==> src/assert_macros.svh <==
// Assertion macros used by the launcher fire sequencer RTL.
`ifndef ASSERT_MACROS_SVH
`define ASSERT_MACROS_SVH

`ifndef NO_ASSERTIONS

// Implication checked at every rising clock edge while out of reset.
`define LFS_ASSERT(lbl, clk, rst_n, prop) \
    lbl: assert property (@(posedge clk) disable iff (!rst_n) prop) \
        else $error("lfs assertion failed");

// Condition that must never be true while out of reset.
`define LFS_NEVER(lbl, clk, rst_n, cond) \
    lbl: assert property (@(posedge clk) disable iff (!rst_n) !(cond)) \
        else $error("lfs forbidden condition seen");

`else

`define LFS_ASSERT(lbl, clk, rst_n, prop)
`define LFS_NEVER(lbl, clk, rst_n, cond)

`endif

`endif

==> src/lfs_pkg.sv <==
// Package with the types and codes of the launcher fire sequencer.
package lfs_pkg;

    localparam int TimeW  = 32;
    localparam int SpeedW = 16;
    localparam int CfgW   = 16;
    localparam int PhaseW = 3;

    localparam logic [PhaseW-1:0] PH_IDLE     = 3'd0;
    localparam logic [PhaseW-1:0] PH_SPINUP   = 3'd1;
    localparam logic [PhaseW-1:0] PH_READY    = 3'd2;
    localparam logic [PhaseW-1:0] PH_FIRE     = 3'd3;
    localparam logic [PhaseW-1:0] PH_COOLDOWN = 3'd4;
    localparam logic [PhaseW-1:0] PH_FAULT    = 3'd5;
    localparam logic [PhaseW-1:0] PH_ESTOP    = 3'd6;

    localparam logic CFG_RELOAD_DELAY    = 1'b0;
    localparam logic CFG_SPEED_TOLERANCE = 1'b1;

    localparam logic [CfgW-1:0] RELOAD_DELAY_RST    = 16'd1000;
    localparam logic [CfgW-1:0] SPEED_TOLERANCE_RST = 16'd80;

    typedef struct packed {
        logic [TimeW-1:0]         now_ms;
        logic                     emergency_stop;
        logic                     fault_active;
        logic signed [SpeedW-1:0] base_speed;
        logic                     ball_loaded;
        logic                     fire_request;
        logic signed [SpeedW-1:0] actual_rpm_1;
        logic signed [SpeedW-1:0] target_rpm_1;
        logic signed [SpeedW-1:0] actual_rpm_2;
        logic signed [SpeedW-1:0] target_rpm_2;
        logic signed [SpeedW-1:0] actual_rpm_3;
        logic signed [SpeedW-1:0] target_rpm_3;
    } item_t;

    typedef struct packed {
        logic [PhaseW-1:0] phase;
        logic              trigger_launch;
        logic              fire_request_consumed;
    } result_t;

endpackage

==> src/lfs_wheel_check.sv <==
// Tolerance check of one wheel speed against its target.
module lfs_wheel_check (
    input  logic signed [lfs_pkg::SpeedW-1:0] actual,
    input  logic signed [lfs_pkg::SpeedW-1:0] target,
    input  logic        [lfs_pkg::CfgW-1:0]   tolerance,
    output logic                              in_tol
);

    logic signed [lfs_pkg::SpeedW:0] diff;
    logic        [lfs_pkg::SpeedW:0] mag;

    // The difference needs one extra bit so it never wraps.
    assign diff = {actual[lfs_pkg::SpeedW-1], actual} - {target[lfs_pkg::SpeedW-1], target};
    assign mag  = diff[lfs_pkg::SpeedW] ? (~diff + 1'b1) : diff;
    assign in_tol = mag <= {1'b0, tolerance};

endmodule

==> src/lfs_phase_fsm.sv <==
// Launch phase state machine with its entry timestamp.
`include "assert_macros.svh"

module lfs_phase_fsm (
    input  logic                         clk,
    input  logic                         rst_n,
    input  logic                         advance,
    input  lfs_pkg::item_t               item,
    input  logic [lfs_pkg::CfgW-1:0]     reload_delay,
    input  logic [lfs_pkg::CfgW-1:0]     tolerance,
    output lfs_pkg::result_t             result
);

    logic [lfs_pkg::PhaseW-1:0] phase_reg;
    logic [lfs_pkg::PhaseW-1:0] phase_next;
    logic [lfs_pkg::TimeW-1:0]  entry_reg;
    logic [lfs_pkg::TimeW-1:0]  entry_next;
    logic [lfs_pkg::TimeW-1:0]  elapsed;
    logic                       ok_1;
    logic                       ok_2;
    logic                       ok_3;
    logic                       speed_on;
    logic                       trig;
    logic                       consumed;
    logic                       in_estop;
    logic                       in_hold;

    lfs_wheel_check u_wheel_1 (
        .actual    (item.actual_rpm_1),
        .target    (item.target_rpm_1),
        .tolerance (tolerance),
        .in_tol    (ok_1)
    );

    lfs_wheel_check u_wheel_2 (
        .actual    (item.actual_rpm_2),
        .target    (item.target_rpm_2),
        .tolerance (tolerance),
        .in_tol    (ok_2)
    );

    lfs_wheel_check u_wheel_3 (
        .actual    (item.actual_rpm_3),
        .target    (item.target_rpm_3),
        .tolerance (tolerance),
        .in_tol    (ok_3)
    );

    assign speed_on = !item.base_speed[lfs_pkg::SpeedW-1] && (item.base_speed != '0);
    assign elapsed  = item.now_ms - entry_reg;

    always_comb
    begin
        phase_next = phase_reg;
        entry_next = entry_reg;
        trig       = 1'b0;
        consumed   = 1'b0;
        if (item.emergency_stop)
        begin
            phase_next = lfs_pkg::PH_ESTOP;
        end
        else if (item.fault_active)
        begin
            phase_next = lfs_pkg::PH_FAULT;
        end
        else
        begin
            unique case (phase_reg)
                lfs_pkg::PH_IDLE:
                begin
                    if (speed_on)
                    begin
                        phase_next = lfs_pkg::PH_SPINUP;
                        entry_next = item.now_ms;
                    end
                end
                lfs_pkg::PH_SPINUP:
                begin
                    if (item.ball_loaded && ok_1 && ok_2 && ok_3)
                    begin
                        phase_next = lfs_pkg::PH_READY;
                        entry_next = item.now_ms;
                    end
                end
                lfs_pkg::PH_READY:
                begin
                    if (!item.ball_loaded)
                    begin
                        phase_next = lfs_pkg::PH_SPINUP;
                        entry_next = item.now_ms;
                    end
                    else if (item.fire_request)
                    begin
                        trig       = 1'b1;
                        phase_next = lfs_pkg::PH_FIRE;
                        entry_next = item.now_ms;
                    end
                end
                lfs_pkg::PH_FIRE:
                begin
                    consumed   = 1'b1;
                    phase_next = lfs_pkg::PH_COOLDOWN;
                    entry_next = item.now_ms;
                end
                lfs_pkg::PH_COOLDOWN:
                begin
                    if (elapsed >= {{(lfs_pkg::TimeW-lfs_pkg::CfgW){1'b0}}, reload_delay})
                    begin
                        phase_next = speed_on ? lfs_pkg::PH_SPINUP : lfs_pkg::PH_IDLE;
                        entry_next = item.now_ms;
                    end
                end
                default:
                begin
                    // Fault and stop hold until reset.
                    phase_next = phase_reg;
                end
            endcase
        end
    end

    always_ff @(posedge clk or negedge rst_n)
    begin
        if (!rst_n)
        begin
            phase_reg <= lfs_pkg::PH_IDLE;
            entry_reg <= '0;
        end
        else if (advance)
        begin
            phase_reg <= phase_next;
            entry_reg <= entry_next;
        end
    end

    assign result.phase                 = phase_next;
    assign result.trigger_launch        = trig;
    assign result.fire_request_consumed = consumed;

    assign in_estop = phase_reg == lfs_pkg::PH_ESTOP;
    assign in_hold  = in_estop || (phase_reg == lfs_pkg::PH_FAULT);

    `LFS_ASSERT(a_trig_from_ready, clk, rst_n, trig |-> (phase_reg == lfs_pkg::PH_READY))
    `LFS_ASSERT(a_fire_to_cool, clk, rst_n, (advance && consumed) |=> (phase_reg == lfs_pkg::PH_COOLDOWN))
    `LFS_ASSERT(a_estop_holds, clk, rst_n, in_estop |=> in_hold)
    `LFS_ASSERT(a_entry_stable, clk, rst_n, !advance |=> $stable(entry_reg))

endmodule

==> src/launcher_fire_sequencer_top.sv <==
// Top level of the launcher fire sequencer: handshake stages and configuration.
// A word accepted sits in the input register, moves into the result register and is
// handed out from there. Throughput: one word per cycle while results are taken, set
// by the phase update between the two registers. Reset (rst_n, asynchronous, active
// low) empties both stages, puts the phase in idle with a zero entry time, and loads
// the default delay and tolerance.
module launcher_fire_sequencer_top (
    input  logic                               clk,
    input  logic                               rst_n,
    input  logic                               cfg_we,
    input  logic                               cfg_index,
    input  logic [lfs_pkg::CfgW-1:0]           cfg_wdata,
    input  logic                               in_valid,
    output logic                               in_ready,
    input  logic [lfs_pkg::TimeW-1:0]          now_ms,
    input  logic                               emergency_stop,
    input  logic                               fault_active,
    input  logic signed [lfs_pkg::SpeedW-1:0]  base_speed,
    input  logic                               ball_loaded,
    input  logic                               fire_request,
    input  logic signed [lfs_pkg::SpeedW-1:0]  actual_rpm_1,
    input  logic signed [lfs_pkg::SpeedW-1:0]  target_rpm_1,
    input  logic signed [lfs_pkg::SpeedW-1:0]  actual_rpm_2,
    input  logic signed [lfs_pkg::SpeedW-1:0]  target_rpm_2,
    input  logic signed [lfs_pkg::SpeedW-1:0]  actual_rpm_3,
    input  logic signed [lfs_pkg::SpeedW-1:0]  target_rpm_3,
    output logic                               out_valid,
    input  logic                               out_ready,
    output logic [lfs_pkg::PhaseW-1:0]         phase,
    output logic                               trigger_launch,
    output logic                               fire_request_consumed
);

    // Configuration registers, written directly by the plain write port.
    logic [lfs_pkg::CfgW-1:0] reload_delay_reg;
    logic [lfs_pkg::CfgW-1:0] tolerance_reg;

    // Input stage holds one accepted word; result stage holds one finished word.
    logic                     in_valid_reg;
    lfs_pkg::item_t           item_reg;
    logic                     out_valid_reg;
    lfs_pkg::result_t         result_reg;
    lfs_pkg::result_t         result_next;
    logic                     out_free;
    logic                     advance;

    always_ff @(posedge clk or negedge rst_n)
    begin
        if (!rst_n)
        begin
            reload_delay_reg <= lfs_pkg::RELOAD_DELAY_RST;
            tolerance_reg    <= lfs_pkg::SPEED_TOLERANCE_RST;
        end
        else if (cfg_we)
        begin
            case (cfg_index)
                lfs_pkg::CFG_RELOAD_DELAY:    reload_delay_reg <= cfg_wdata;
                lfs_pkg::CFG_SPEED_TOLERANCE: tolerance_reg    <= cfg_wdata;
                default:                      reload_delay_reg <= reload_delay_reg;
            endcase
        end
    end

    // The result stage can take a new word when empty or when its word leaves.
    // The input word advances into it, updating the phase state in the same edge,
    // so the next word sees the phase left by this one.
    assign out_free = !out_valid_reg || out_ready;
    assign advance  = in_valid_reg && out_free;
    assign in_ready = !in_valid_reg || out_free;

    always_ff @(posedge clk or negedge rst_n)
    begin
        if (!rst_n)
        begin
            in_valid_reg  <= 1'b0;
            out_valid_reg <= 1'b0;
        end
        else
        begin
            if (in_ready)
            begin
                in_valid_reg <= in_valid;
            end
            if (out_free)
            begin
                out_valid_reg <= in_valid_reg;
            end
        end
    end

    // Payload registers carry no reset.
    always_ff @(posedge clk)
    begin
        if (in_valid && in_ready)
        begin
            item_reg.now_ms         <= now_ms;
            item_reg.emergency_stop <= emergency_stop;
            item_reg.fault_active   <= fault_active;
            item_reg.base_speed     <= base_speed;
            item_reg.ball_loaded    <= ball_loaded;
            item_reg.fire_request   <= fire_request;
            item_reg.actual_rpm_1   <= actual_rpm_1;
            item_reg.target_rpm_1   <= target_rpm_1;
            item_reg.actual_rpm_2   <= actual_rpm_2;
            item_reg.target_rpm_2   <= target_rpm_2;
            item_reg.actual_rpm_3   <= actual_rpm_3;
            item_reg.target_rpm_3   <= target_rpm_3;
        end
        if (advance)
        begin
            result_reg <= result_next;
        end
    end

    lfs_phase_fsm u_fsm (
        .clk          (clk),
        .rst_n        (rst_n),
        .advance      (advance),
        .item         (item_reg),
        .reload_delay (reload_delay_reg),
        .tolerance    (tolerance_reg),
        .result       (result_next)
    );

    assign out_valid             = out_valid_reg;
    assign phase                 = result_reg.phase;
    assign trigger_launch        = result_reg.trigger_launch;
    assign fire_request_consumed = result_reg.fire_request_consumed;

endmodule

==> config.mk <==
export PLATFORM = sky130hd
export DESIGN_NAME = launcher_fire_sequencer_top
export DESIGN_NICKNAME = d
export VERILOG_FILES = /design/src/lfs_pkg.sv /design/src/lfs_wheel_check.sv /design/src/lfs_phase_fsm.sv /design/src/launcher_fire_sequencer_top.sv
export VERILOG_INCLUDE_DIRS = /design/src /design/src/src
export SDC_FILE = /design/constraint.sdc
export NUM_CORES = 1
export LEC_CHECK = 0
export ABC_AREA = 1
export BUFFER_PORTS_ARGS = -buffer_cell sky130_fd_sc_hd__buf_4
export CORE_MARGIN = 8
export CORE_UTILIZATION = 55
export CTS_CLUSTER_SIZE = 8
export DETAILED_ROUTE_END_ITERATION = 8
export PLACE_DENSITY = 0.84
export SKIP_CTS_REPAIR_TIMING = 1
export SYNTH_ARGS = -nofsm -noshare
export SYNTH_HDL_FRONTEND = slang
export SYNTH_SLANG_ARGS = --single-unit
==> constraint.sdc <==
create_clock -name clk -period 5.8 [get_ports clk]
set_input_delay 0.29 -clock clk [delete_from_list [all_inputs] [get_ports clk]]
set_output_delay 0.29 -clock clk [all_outputs]
set_load 0.005 [all_outputs]
[Word-level counts from Yosys, hierarchy flattened]
Cells that the tools add are included.
Widths: inputs -> output; s select.
Storage, ports and cells
  output and inout bits: 7
  register bits after elaboration: 222
Cells by class
  add/subtract/negate cells: 7
  muxes and demuxes: 20
  reduce and logical (&&, ||, !) cells: 19
  equal/unequal tests: 8
  bitwise operators: 8
  order comparisons: 4
Operator list (count)
  $mux 32: 5
  $pmux 32 s5: 1
  $add 17x1->17 const B: 3
  $le 17x16->1: 3
  $mux 17: 3
  $not 17->17: 3
  $sub 16x16->17: 3
  $ge 32x16->1: 1
  $sub 32x32->32: 1
  $mux 3: 7
  $reduce_bool 16->1: 1
  $pmux 3 s5: 1
  $reduce_and 8->1: 1
  $eq 3x2->1 const B: 2
  $logic_and 1x1->1: 6
  $ne 2x1->1 const B: 3
  $not 1->1: 5
  $reduce_bool 5->1: 1
  $reduce_and 2->1: 2
  $reduce_or 4->1: 1
  $eq 3x1->1 const B: 1
  $eq 3x3->1 const B: 1
  $logic_not 1->1: 3
  $logic_not 3->1: 1
  4 further kinds: 7

[Depth between registers and ports, before layout]
Gate-level depths: netlist of the first run.
  depth in word-level cells: 12
  gate-level depth with buffers: 39
  mapped depth without buffers: 38

[By module]
A second synthesis of the first run with hierarchy kept.
Unflattened totals
  cell total of the unflattened synthesis: 2309
  area, all modules: 16832.4 um^2
By module, submodules not included
  lfs_wheel_check: instances 3, sequential area each 0.0 um^2, area an instance 2038.2 um^2, cells each 395
  launcher_fire_sequencer_top: instances 1, sequential area each 5455.2 um^2, area an instance 6014.5 um^2, cells each 305
  lfs_phase_fsm: instances 1, sequential area each 875.8 um^2, area an instance 4703.3 um^2, cells each 819

[Least setup slack after synthesis of the first run]
OpenSTA, ideal clock, no wires.
  kind: reg2reg
  start: register item_reg[48] in the netlist's numbering
  end: register u_fsm.entry_reg[31] in the netlist's numbering
  setup time: 0.117 ns
  slack: 1.802 ns
  cell stages (with the launch flop): 38
  period minus slack after synthesis: 3.998 ns
  arrival: 3.881 ns
  path through: edfxtp_1 inv_1 ha_1 inv_1 fa_1 nand3_1 nand3_1 nand2_1 nand2_1 nand2_1 o21ai_2 xor2_2 clkinv_1 nand2_1 xor2_1 inv_1 ha_1 nand2_1 [... 2 more ...] nand3_1 nand2_1 nand2_1 nand2_1 nand2_1 nand2_1 nand2_1 nand2_1 nand2_1 nand2_1 nand2_1 nor2_1 nand4_2 nand2_4 nand3_4 buf_6 nand2_1 nand2_1
On the way
  longest elaborated chain between the ends: 9
RTL lines
  from (decl): RTL line launcher_fire_sequencer_top.sv:40  | lfs_pkg::item_t item_reg;
  $sub 16x16->17 (*): RTL line lfs_wheel_check.sv:13  | assign diff = {actual[lfs_pkg::SpeedW-1], actual} - {target[lfs_pkg::SpeedW-1], target};
  $not 17->17: RTL line lfs_wheel_check.sv:14  | assign mag = diff[lfs_pkg::SpeedW] ? (~diff + 1'b1) : diff;
  $add 17x1->17: RTL line lfs_wheel_check.sv:14
  $mux 17 (*): RTL line lfs_wheel_check.sv:14
  $le 17x16->1 (*): RTL line lfs_wheel_check.sv:15  | assign in_tol = mag <= {1'b0, tolerance};
  $logic_and 1x1->1 (*) (2 in a row): RTL line lfs_phase_fsm.sv:79  | if (item.ball_loaded && ok_1 && ok_2 && ok_3)
  $ne 2x1->1 (no line) (*)
  $reduce_and 8->1 (no line) (*)
  to (signal assigned): RTL line lfs_phase_fsm.sv:132  | entry_reg <= entry_next;
  to (decl): RTL line lfs_phase_fsm.sv:16  | logic [lfs_pkg::TimeW-1:0] entry_reg;
Every way passes the cells marked *; elsewhere a longest branch is shown, timed or not.
A chain may end at the register's enable or synchronous reset.

[Worst setup path after layout of the first run]
  start: register item_reg[48] in the netlist's numbering
  end: register u_fsm.entry_reg[30] in the netlist's numbering
Same word-level chain as after synthesis.

==> impl_metrics.prom, run 1 <==
# TYPE chip_impl_metric gauge
chip_impl_info{name="status",value="finished clean"} 1
chip_impl_metric{name="totalPowerFinal",unit="W"} 0.00737
chip_impl_metric{name="design.portCount",unit=""} 177
chip_impl_info{name="root_buffer",value="sky130_fd_sc_hd__clkbuf_16"} 1
chip_impl_metric{name="post_route_cells_drive_above_1_share",unit="%"} 11.6
chip_impl_info{name="synth.top_cells.by_area",value="sky130_fd_sc_hd__edfxtp_1 30%, sky130_fd_sc_hd__nand2_1 13%, sky130_fd_sc_hd__ha_1 12%"} 1
chip_impl_metric{name="finalSetupViolCount",unit=""} 0
chip_impl_metric{name="worst_pin_slew",unit="ns"} 0.974
chip_impl_metric{name="slew_headroom",unit="%"} 34.9
chip_impl_metric{name="core_area",unit="µm²"} 27600
chip_impl_metric{name="initial_antenna_violation_count",unit=""} 3
chip_impl_metric{name="worst_skew_pair.late_latency",unit="ns"} 0.53
chip_impl_metric{name="final_antenna_net_count",unit=""} 0
chip_impl_metric{name="timing.hold.ws",unit="ns"} 0.0528
chip_impl_metric{name="cts_made_buffers",unit=""} 34
chip_impl_metric{name="syn-instance-count",unit=""} 1918
chip_impl_metric{name="final_report_hold_violation_count",unit=""} 0
chip_impl_metric{name="clkSlewWorstSetupHoldPaths",unit="ns"} 0.05
chip_impl_metric{name="maximum_clock_insertion_buffer_count",unit=""} 3
chip_impl_metric{name="largest_net_degree_at_the_start_of_global_routing",unit=""} 87
chip_impl_metric{name="num_rows",unit=""} 61
chip_impl_metric{name="drtIter0Drc",unit=""} 1060
chip_impl_metric{name="worstPathBufferInverterCount",unit=""} 4
chip_impl_metric{name="drt-vias-per-instance",unit=""} 5.34
chip_impl_metric{name="syn_nets",unit=""} 2238
chip_impl_info{name="timing.critical_path.from_type",value="flop"} 1
chip_impl_metric{name="port_buffers",unit=""} 176
chip_impl_metric{name="cts.sinks",unit=""} 222
chip_impl_metric{name="htree_levels",unit=""} 2
chip_impl_metric{name="setup-tns-final",unit="ns"} 0
chip_impl_metric{name="finalWorstPathRequiredPeriod",unit="ns"} 5.08
chip_impl_metric{name="grt_usage",unit="%"} 22.9
chip_impl_metric{name="fillCellCount",unit=""} 2125
chip_impl_metric{name="post-dp-hpwl",unit="mm"} 29.6
chip_impl_metric{name="avgRoutedWirePerCell",unit="µm"} 16.3
chip_impl_info{name="timing.critical_path.mode_cell",value="sky130_fd_sc_hd__nand2_1"} 1
chip_impl_info{name="grt_setup_unrepaired",value="no"} 1
chip_impl_metric{name="pre_cts_ws",unit="ns"} 0.848
chip_impl_metric{name="via_count",unit=""} 14236
chip_impl_metric{name="synthDominantCellAreaShare",unit="%"} 29.9
chip_impl_metric{name="critPathRequiredTime",unit="ns"} 6.20
chip_impl_info{name="worst_hold_path_type",value="input port to flop"} 1
chip_impl_metric{name="grt_first_pass_wirelength",unit="mm"} 63.1
chip_impl_metric{name="die_y",unit="µm"} 183
chip_impl_metric{name="detail_route.wirelength",unit="mm"} 43.3
chip_impl_info{name="synth_top_cell_by_area",value="sky130_fd_sc_hd__edfxtp_1"} 1
chip_impl_metric{name="cell_leakage_power",unit="nW"} 9.71
chip_impl_info{name="crit_family",value="simple AND/OR/NAND/NOR gates"} 1
chip_impl_metric{name="finalWeightedCongestion",unit=""} 0.956
chip_impl_metric{name="max_freq",unit="MHz"} 197
chip_impl_info{name="worst_setup_path_end_kind",value="flop"} 1
chip_impl_metric{name="synthDistinctLibCells",unit=""} 51
chip_impl_metric{name="finish.net_count",unit=""} 2582
chip_impl_metric{name="setup_slack",unit="ns"} 0.718
chip_impl_info{name="cts_tree",value="built"} 1
chip_impl_metric{name="largest_register_ffs",unit=""} 148
chip_impl_metric{name="worstPathMaxFanout",unit=""} 32
chip_impl_info{name="leading_cell_type_in_the_layout_fill_and_taps_excluded",value="sky130_fd_sc_hd__nand2_1"} 1
chip_impl_metric{name="initial_core_util",unit="%"} 55.6
chip_impl_metric{name="power.density",unit="nW/µm²"} 376
chip_impl_metric{name="avgSynthCellArea",unit="µm²"} 8.00
chip_impl_info{name="final_cell_mix",value="531 x sky130_fd_sc_hd__nand2_1, 321 x sky130_fd_sc_hd__inv_1, 180 x sky130_fd_sc_hd__buf_4"} 1
chip_impl_metric{name="detail_route.drc_violations",unit=""} 0
chip_impl_metric{name="cp_data_arrival_time",unit="ns"} 5.48
chip_impl_metric{name="drtPass1Iterations",unit=""} 5
chip_impl_metric{name="min_period_over_period",unit="%"} 87.6
chip_impl_metric{name="grt_pass1_vias",unit=""} 13467
chip_impl_metric{name="ys.warnings.count",unit=""} 0
chip_impl_metric{name="area_delta_synth_final",unit="%"} 27.8
chip_impl_metric{name="die_x",unit="µm"} 183
chip_impl_metric{name="fin_skew",unit="ns"} 0.0160
chip_impl_metric{name="ys_seq_area_share",unit="%"} 41.2
chip_impl_metric{name="cpPeakStageDelay",unit="ns"} 0.46
chip_impl_info{name="worstSetupPathType",value="flop to flop"} 1
chip_impl_metric{name="max_cap_violations",unit=""} 0
chip_impl_info{name="cpMaxStageDelayCell",value="sky130_fd_sc_hd__fa_1"} 1
chip_impl_metric{name="gr-total-overflow",unit=""} 0
chip_impl_metric{name="ys_seq_elements",unit=""} 222
chip_impl_metric{name="report.final.slew_viol_count",unit=""} 0
chip_impl_metric{name="synth_area",unit="µm²"} 15300
chip_impl_metric{name="maximum_vdd_ir_drop",unit="µV"} 240
chip_impl_metric{name="fp.dieArea",unit="µm²"} 33500
-- kinds of logic after synthesis --
family | synth area share [%]
AND/OR/NAND/NOR | 25.3
buffers and inverters | 8.84
flip-flops | 41.2
AO/OA/AOI/OAI | 7.55
adder cells (fa/ha/maj) | 12.4
XOR/XNOR | 4.69
-- layout make-up --
type                    instances  area [µm²]  area share (%)
diodes                          2        5.00          0.0255
clock buffers                  57         967            4.93
clock inverters                 4        63.8           0.325
inverters                     332        1250            6.38
multi-input cells            1343        7680            39.2
flip-flops and latches        222        6330            32.3
well taps                     378         473            2.41
repair buffers                329        2840            14.5
-- final timing paths --
path,from,end,slack [ns],cells past startpoint
setup / recovery,item_reg[48],u_fsm.entry_reg[30],0.72,36
hold / removal,cfg_wdata[5],reload_delay_reg[5],0.05,3
setup reg to reg,item_reg[48],u_fsm.entry_reg[30],0.72,36
hold reg to reg,u_fsm.entry_reg[22],u_fsm.entry_reg[22],0.47,2
max in group asynchronous,rst_n,tolerance_reg[11],4.75,2
min in group asynchronous,rst_n,u_fsm.entry_reg[8],0.46,2
-- synthesized netlist by cell type, drive strengths merged --
cell type	number
or2	3
nor3b	1
xnor2	16
dfstp	8
nor4	4
clkbuf	10
clkinv	2
o31ai	4
o21a	1
a311oi	1
nor3	22
inv	330
nand3b	12
a31o	1
a31oi	4
dfrtp	61
a211oi	2
nand3	105
nor2	145
a21o	6
a21oi	103
fa	4
nand4	73
ha	146
and2	3
edfxtp	153
xor2	61
and3	1
o21bai	12
o41ai	1
o21ai	77
nand2	535
buf	11
-- per-layer routing --
layer | wire, µm | track usage, % | part of all wire (%)
met1 | 17600 | 27.7 | 41
met2 | 21900 | 40.3 | 51
met3 | 2660 | 4.51 | 6.1
met4 | 1140 | 7.45 | 2.6
met5 | 13 | 0 | 0.030
-- worst register-to-register path: cells and delay by family (launching register included) --
family / cells / cell delay, ns
buffers and inverters: 4 / 0.54
adders and majority gates: 3 / 0.88
DFF: 1 / 0.36
and+or+nand+nor: 26 / 2.63
AOI/OAI and AO/OA: 1 / 0.07
xor gates and xnor gates: 2 / 0.47
-- metrics by stage --
step	cell area, µm²	utilization [%]	cells
after global routing	19600	71.0	2667
after detailed placement	17100	61.8	2455
after global placement	17100	61.8	2455
final	19600	71.0	2667
after CTS	18100	65.6	2516
after floorplan	15300	-	1918
-- report_power, final --
| group | internal [W] | switching (W) | total (W) |
|---|---|---|---|
| registers | 0.00196 | 0.000128 | 0.00208 |
| clock network | 0.00114 | 0.000747 | 0.00189 |
| logic | 0.00127 | 0.00212 | 0.00340 |
| total | 0.00437 | 0.00300 | 0.00737 |
No activity file was read; power rests on OpenSTA's default activity.
==> run 2, diff against run 1 <==
Settings changed: HOLD_SLACK_MARGIN from default to 0.06.
==> impl_metrics.prom, run 2 (synthesis gave the netlist of run 1 again) <==
# TYPE chip_impl_metric gauge
chip_impl_info{name="timing.critical_path.from_type",value="flop"} 1
chip_impl_metric{name="port_buffers",unit=""} 176
chip_impl_metric{name="design.portCount",unit=""} 177
chip_impl_metric{name="finish.net_count",unit=""} 2583
chip_impl_metric{name="report.final.slew_viol_count",unit=""} 0
chip_impl_info{name="worstSetupPathType",value="flop to flop"} 1
chip_impl_metric{name="gr-total-overflow",unit=""} 0
chip_impl_info{name="crit_family",value="simple AND/OR/NAND/NOR gates"} 1
chip_impl_info{name="critPathCapture",value="u_fsm.entry_reg[30]"} 1
chip_impl_metric{name="fin_skew",unit="ns"} 0.0158
chip_impl_metric{name="grt_pass1_vias",unit=""} 13467
chip_impl_metric{name="maximum_clock_insertion_buffer_count",unit=""} 3
chip_impl_info{name="worst_r2r_startpoint",value="item_reg[48]"} 1
chip_impl_metric{name="max_cap_violations",unit=""} 0
chip_impl_metric{name="finalWeightedCongestion",unit=""} 0.956
chip_impl_metric{name="post-dp-hpwl",unit="mm"} 29.6
chip_impl_metric{name="grt_usage",unit="%"} 22.9
chip_impl_metric{name="area_delta_synth_final",unit="%"} 27.8
chip_impl_info{name="timing.critical_path.mode_cell",value="sky130_fd_sc_hd__nand2_1"} 1
chip_impl_info{name="hold_path_startpoint",value="cfg_wdata[5]"} 1
chip_impl_metric{name="drt-vias-per-instance",unit=""} 5.31
chip_impl_info{name="grt_setup_unrepaired",value="no"} 1
chip_impl_info{name="rr_endpoint",value="u_fsm.entry_reg[30]"} 1
chip_impl_metric{name="final_report_hold_violation_count",unit=""} 0
chip_impl_metric{name="maximum_vdd_ir_drop",unit="µV"} 249
chip_impl_metric{name="finalSetupViolCount",unit=""} 0
chip_impl_metric{name="detail_route.drc_violations",unit=""} 0
chip_impl_metric{name="slew_headroom",unit="%"} 34.4
chip_impl_metric{name="htree_levels",unit=""} 2
chip_impl_metric{name="worst-r2r-cell-count",unit=""} 36
chip_impl_metric{name="power.density",unit="nW/µm²"} 376
chip_impl_metric{name="dp.cells",unit=""} 2455
chip_impl_metric{name="drtPass1Iterations",unit=""} 7
chip_impl_metric{name="cp_data_arrival_time",unit="ns"} 5.47
chip_impl_info{name="cts_tree",value="built"} 1
chip_impl_metric{name="critical_path_cell_count",unit=""} 36
chip_impl_metric{name="largest_net_degree_at_the_start_of_global_routing",unit=""} 87
chip_impl_metric{name="whs_path_depth",unit=""} 3
chip_impl_metric{name="avgRoutedWirePerCell",unit="µm"} 16.2
chip_impl_metric{name="worstPathMaxFanout",unit=""} 32
chip_impl_metric{name="initial_core_util",unit="%"} 55.6
chip_impl_metric{name="post_route_cells_drive_above_1_share",unit="%"} 11.6
chip_impl_info{name="crit_start",value="item_reg[48]"} 1
chip_impl_info{name="worst_hold_path_type",value="input port to flop"} 1
chip_impl_metric{name="worst_pin_slew",unit="ns"} 0.982
chip_impl_metric{name="die_x",unit="µm"} 183
chip_impl_metric{name="via_count",unit=""} 14156
chip_impl_metric{name="cts_made_buffers",unit=""} 34
chip_impl_info{name="final_cell_mix",value="531 x sky130_fd_sc_hd__nand2_1, 321 x sky130_fd_sc_hd__inv_1, 180 x sky130_fd_sc_hd__buf_4"} 1
chip_impl_metric{name="cell_leakage_power",unit="nW"} 9.71
chip_impl_metric{name="num_rows",unit=""} 61
chip_impl_metric{name="largest_register_ffs",unit=""} 148
chip_impl_info{name="leading_cell_type_in_the_layout_fill_and_taps_excluded",value="sky130_fd_sc_hd__nand2_1"} 1
chip_impl_metric{name="worst_skew_pair.late_latency",unit="ns"} 0.53
chip_impl_metric{name="finalWorstPathRequiredPeriod",unit="ns"} 5.07
chip_impl_metric{name="core_area",unit="µm²"} 27600
chip_impl_metric{name="grt_first_pass_wirelength",unit="mm"} 63.1
chip_impl_metric{name="initial_antenna_violation_count",unit=""} 3
chip_impl_info{name="cpMaxStageDelayCell",value="sky130_fd_sc_hd__fa_1"} 1
chip_impl_metric{name="max_freq",unit="MHz"} 197
chip_impl_metric{name="fp.dieArea",unit="µm²"} 33500
chip_impl_metric{name="cts.sinks",unit=""} 222
chip_impl_metric{name="cpPeakStageDelay",unit="ns"} 0.46
chip_impl_metric{name="worstPathBufferInverterCount",unit=""} 4
chip_impl_metric{name="min_period_over_period",unit="%"} 87.4
chip_impl_metric{name="die_y",unit="µm"} 183
chip_impl_metric{name="detail_route.wirelength",unit="mm"} 43.3
chip_impl_metric{name="ff2ff_setup_slack",unit="ns"} 0.73
chip_impl_info{name="worst_setup_path_end_kind",value="flop"} 1
chip_impl_metric{name="setup-tns-final",unit="ns"} 0
chip_impl_metric{name="critPathRequiredTime",unit="ns"} 6.20
chip_impl_metric{name="drtIter0Drc",unit=""} 1016
chip_impl_metric{name="clkSlewWorstSetupHoldPaths",unit="ns"} 0.05
chip_impl_metric{name="layoutNonFillerInstCount",unit=""} 2668
chip_impl_info{name="status",value="finished clean"} 1
chip_impl_info{name="root_buffer",value="sky130_fd_sc_hd__clkbuf_16"} 1
chip_impl_metric{name="final_antenna_net_count",unit=""} 0
-- run 2: worst min path at each step --
stage	slack, ns	endpoint
3_5_place_dp	0.46	u_fsm.entry_reg[14]
5_1_grt	0.07	reload_delay_reg[3]
2_1_floorplan	-0.006	in_valid_reg
6_report	0.05	reload_delay_reg[5]
3_3_place_gp	0.45	u_fsm.entry_reg[1]
4_1_cts	-0.08	item_reg[6]
-- run 2: through the flow --
stage	power [W]	hold slack, ns	util [%]	setup WS [ns]	cell area, µm²
after floorplan	0.00450	-0.00559	-	1.80	15300
after global placement	0.00523	0.454	61.8	1.13	17100
after detailed placement	0.00534	0.459	61.8	0.848	17100
after CTS	0.00724	-0.0784	65.6	0.821	18100
after global routing	0.00796	0.0670	71.0	0.182	19600
final	0.00737	0.0529	71.0	0.732	19600
-- run 2: layer usage --
layer	up-vias	part of all wire, %	track usage (%)
li1	6995	-	-
met1	6574	41	27.7
met2	484	50	40.3
met3	101	5.8	4.51
met4	2	2.6	7.45
met5	-	0.030	0
-- run 2: final cells by class --
type | count | area, µm²
sequential | 222 | 6330
clock inverter | 4 | 63.8
multi-input combinational | 1343 | 7680
fill | 2121 | 8010
inverter | 332 | 1250
antenna | 2 | 5.00
tap | 378 | 473
timing repair buffer | 330 | 2850
clock buffer | 57 | 967
-- run 2: worst register-to-register path: cells and delay by family, from the launching register on --
kind / cells / cell delay (ns)
and+or+nand+nor: 26 / 2.61
adders and majority gates: 3 / 0.88
buffers and inverters: 4 / 0.54
xor gates and xnor gates: 2 / 0.47
DFF: 1 / 0.36
AOI/OAI and AO/OA: 1 / 0.07
-- run 2: power by group --
| part | internal (W) | switching (W) | total (W) |
|---|---|---|---|
| registers | 0.00196 | 0.000128 | 0.00208 |
| logic | 0.00127 | 0.00212 | 0.00340 |
| clock network | 0.00114 | 0.000747 | 0.00189 |
| total | 0.00437 | 0.00300 | 0.00737 |
==> run 3, diff against run 2 <==
Settings changed: CTS_BUF_LIST from default to sky130_fd_sc_hd__clkbuf_4.
==> impl_metrics.prom, run 3 (synthesis gave the netlist of run 1 again) <==
# TYPE chip_impl_metric gauge
chip_impl_metric{name="detail_route.drc_violations",unit=""} 0
chip_impl_metric{name="cp_data_arrival_time",unit="ns"} 5.60
chip_impl_metric{name="fin_skew",unit="ns"} 0.0642
chip_impl_info{name="rr_endpoint",value="u_fsm.entry_reg[5]"} 1
chip_impl_metric{name="drtPass1Iterations",unit=""} 8
chip_impl_info{name="worst_r2r_startpoint",value="item_reg[48]"} 1
chip_impl_metric{name="worstPathMaxFanout",unit=""} 32
chip_impl_metric{name="maximum_clock_insertion_buffer_count",unit=""} 3
chip_impl_info{name="grt_setup_unrepaired",value="no"} 1
chip_impl_metric{name="maximum_vdd_ir_drop",unit="µV"} 263
chip_impl_metric{name="avgRoutedWirePerCell",unit="µm"} 16.1
chip_impl_info{name="cpMaxStageDelayCell",value="sky130_fd_sc_hd__fa_1"} 1
chip_impl_metric{name="finalWorstPathRequiredPeriod",unit="ns"} 5.03
chip_impl_metric{name="largest_register_ffs",unit=""} 148
chip_impl_metric{name="slew_headroom",unit="%"} 35.4
chip_impl_metric{name="min_period_over_period",unit="%"} 86.7
chip_impl_metric{name="critPathRequiredTime",unit="ns"} 6.37
chip_impl_metric{name="worst_pin_slew",unit="ns"} 0.966
chip_impl_metric{name="finalWeightedCongestion",unit=""} 0.956
chip_impl_metric{name="clkSlewWorstSetupHoldPaths",unit="ns"} 0.09
chip_impl_metric{name="post-dp-hpwl",unit="mm"} 29.6
chip_impl_info{name="timing.critical_path.mode_cell",value="sky130_fd_sc_hd__nand2_1"} 1
chip_impl_metric{name="area_delta_synth_final",unit="%"} 27.4
chip_impl_metric{name="final_report_hold_violation_count",unit=""} 0
chip_impl_metric{name="worst_skew_pair.late_latency",unit="ns"} 0.75
chip_impl_metric{name="num_rows",unit=""} 61
chip_impl_info{name="timing.critical_path.from_type",value="flop"} 1
chip_impl_metric{name="placed_cell_area",unit="µm²"} 17100
chip_impl_metric{name="max_freq",unit="MHz"} 199
chip_impl_metric{name="fp.dieArea",unit="µm²"} 33500
chip_impl_info{name="cts_tree",value="built"} 1
chip_impl_metric{name="initial_core_util",unit="%"} 55.6
chip_impl_metric{name="final_antenna_net_count",unit=""} 0
chip_impl_info{name="worstSetupPathType",value="flop to flop"} 1
chip_impl_info{name="worst_hold_path_type",value="input port to asynchronous set/reset pin"} 1
chip_impl_metric{name="cts.sinks",unit=""} 222
chip_impl_metric{name="grt_first_pass_wirelength",unit="mm"} 62.5
chip_impl_metric{name="cell_leakage_power",unit="nW"} 9.76
chip_impl_metric{name="htree_levels",unit=""} 2
chip_impl_metric{name="die_x",unit="µm"} 183
chip_impl_info{name="status",value="finished clean"} 1
chip_impl_metric{name="setup-tns-final",unit="ns"} 0
chip_impl_metric{name="worstPathBufferInverterCount",unit=""} 4
chip_impl_metric{name="max_cap_violations",unit=""} 0
chip_impl_info{name="crit_family",value="simple AND/OR/NAND/NOR gates"} 1
chip_impl_metric{name="initial_antenna_violation_count",unit=""} 4
chip_impl_info{name="final_cell_mix",value="531 x sky130_fd_sc_hd__nand2_1, 321 x sky130_fd_sc_hd__inv_1, 180 x sky130_fd_sc_hd__buf_4"} 1
chip_impl_metric{name="drtIter0Drc",unit=""} 1119
chip_impl_metric{name="detail_route.wirelength",unit="mm"} 44.2
chip_impl_metric{name="gr-total-overflow",unit=""} 0
chip_impl_metric{name="cpPeakStageDelay",unit="ns"} 0.45
chip_impl_metric{name="grt_pass1_vias",unit=""} 13547
chip_impl_metric{name="worst-r2r-cell-count",unit=""} 36
chip_impl_metric{name="port_buffers",unit=""} 176
chip_impl_metric{name="cts_made_buffers",unit=""} 59
chip_impl_metric{name="finish.net_count",unit=""} 2625
chip_impl_metric{name="final_cell_area",unit="µm²"} 19600
chip_impl_metric{name="drt-vias-per-instance",unit=""} 5.30
chip_impl_metric{name="core_area",unit="µm²"} 27600
chip_impl_metric{name="finalSetupViolCount",unit=""} 0
chip_impl_metric{name="die_y",unit="µm"} 183
chip_impl_metric{name="power.density",unit="nW/µm²"} 356
chip_impl_metric{name="ff2ff_setup_slack",unit="ns"} 0.77
chip_impl_metric{name="via_count",unit=""} 14506
chip_impl_info{name="leading_cell_type_in_the_layout_fill_and_taps_excluded",value="sky130_fd_sc_hd__nand2_1"} 1
chip_impl_metric{name="grt_usage",unit="%"} 22.5
chip_impl_metric{name="report.final.slew_viol_count",unit=""} 0
chip_impl_info{name="worst_setup_path_end_kind",value="flop"} 1
chip_impl_metric{name="largest_net_degree_at_the_start_of_global_routing",unit=""} 87
chip_impl_info{name="root_buffer",value="sky130_fd_sc_hd__clkbuf_4"} 1
chip_impl_metric{name="design.portCount",unit=""} 177
chip_impl_metric{name="post_route_cells_drive_above_1_share",unit="%"} 13.5
==> run 3: changes by cell type in the layout (fill, tap and decap cells not counted), sizes merged <==
| cell | delta |
|---|---|
| clkinvlp | +1 |
| clkinv | +21 |
| bufinv | +1 |
| diode | +2 |
| dlygate4sd3 | +17 |
| clkbuf | +28 |
==> run 3: how the worst max path moves through the flow <==
stage,start,endpoint,slack [ns],cells after the start
after CTS,item_reg[48],u_fsm.entry_reg[0],0.85,36
final,item_reg[48],u_fsm.entry_reg[5],0.77,36
after detailed placement,item_reg[48],u_fsm.entry_reg[12],0.85,36
after global routing,item_reg[48],u_fsm.entry_reg[0],0.19,36
after floorplan,item_reg[48],u_fsm.entry_reg[31],1.80,37
after global placement,item_reg[48],u_fsm.entry_reg[14],1.13,36
==> run 3: where the power goes <==
group,total (W),switching [W],internal (W),leakage [nW]
logic,0.00341,0.00213,0.00128,6.97
clock network,0.00147,0.000734,0.000731,0.466
registers,0.00208,0.000131,0.00195,2.32
==> run 3: worst reg2reg max path, delay by kind of cell, from the launching register on <==
family | cells | cell delay, ns
xor+xnor | 2 | 0.46
fa+ha+maj | 3 | 0.88
flops | 1 | 0.35
simple gates | 26 | 2.60
buf+inv | 4 | 0.52
compound gates | 1 | 0.07
==> run 3: area by class of cell <==
class | count | area [µm²]
Multi-Input combinational cell | 1343 | 7680
Sequential cell | 222 | 6330
Timing Repair Buffer | 347 | 3020
Inverter | 332 | 1250
Clock inverter | 27 | 151
Antenna cell | 4 | 10.0
Fill cell | 2137 | 8070
Tap cell | 378 | 473
Clock buffer | 85 | 638
==> run 3: stage by stage <==
step	hold WS (ns)	power [W]	worst slack, ns	util [%]	std cells
after detailed placement	0.459	0.00534	0.848	61.8	2455
after CTS	-0.322	0.00680	0.846	64.7	2567
after global routing	0.230	0.00756	0.193	70.8	2738
after floorplan	-0.00559	0.00450	1.80	-	1918
after global placement	0.454	0.00523	1.13	61.8	2455
final	0.265	0.00696	0.773	70.8	2738
==> run 3: metal layers <==
| metal | share of wire [%] | track usage [%] | up-vias | wire length [µm] |
|---|---|---|---|---|
| met5 | 0 | 0 | - | 0 |
| met4 | 2.7 | 7.84 | 0 | 1180 |
| met3 | 6.4 | 4.81 | 113 | 2830 |
| met2 | 51 | 39.5 | 522 | 22400 |
| met1 | 40 | 27.1 | 6762 | 17800 |
| li1 | - | - | 7109 | - |
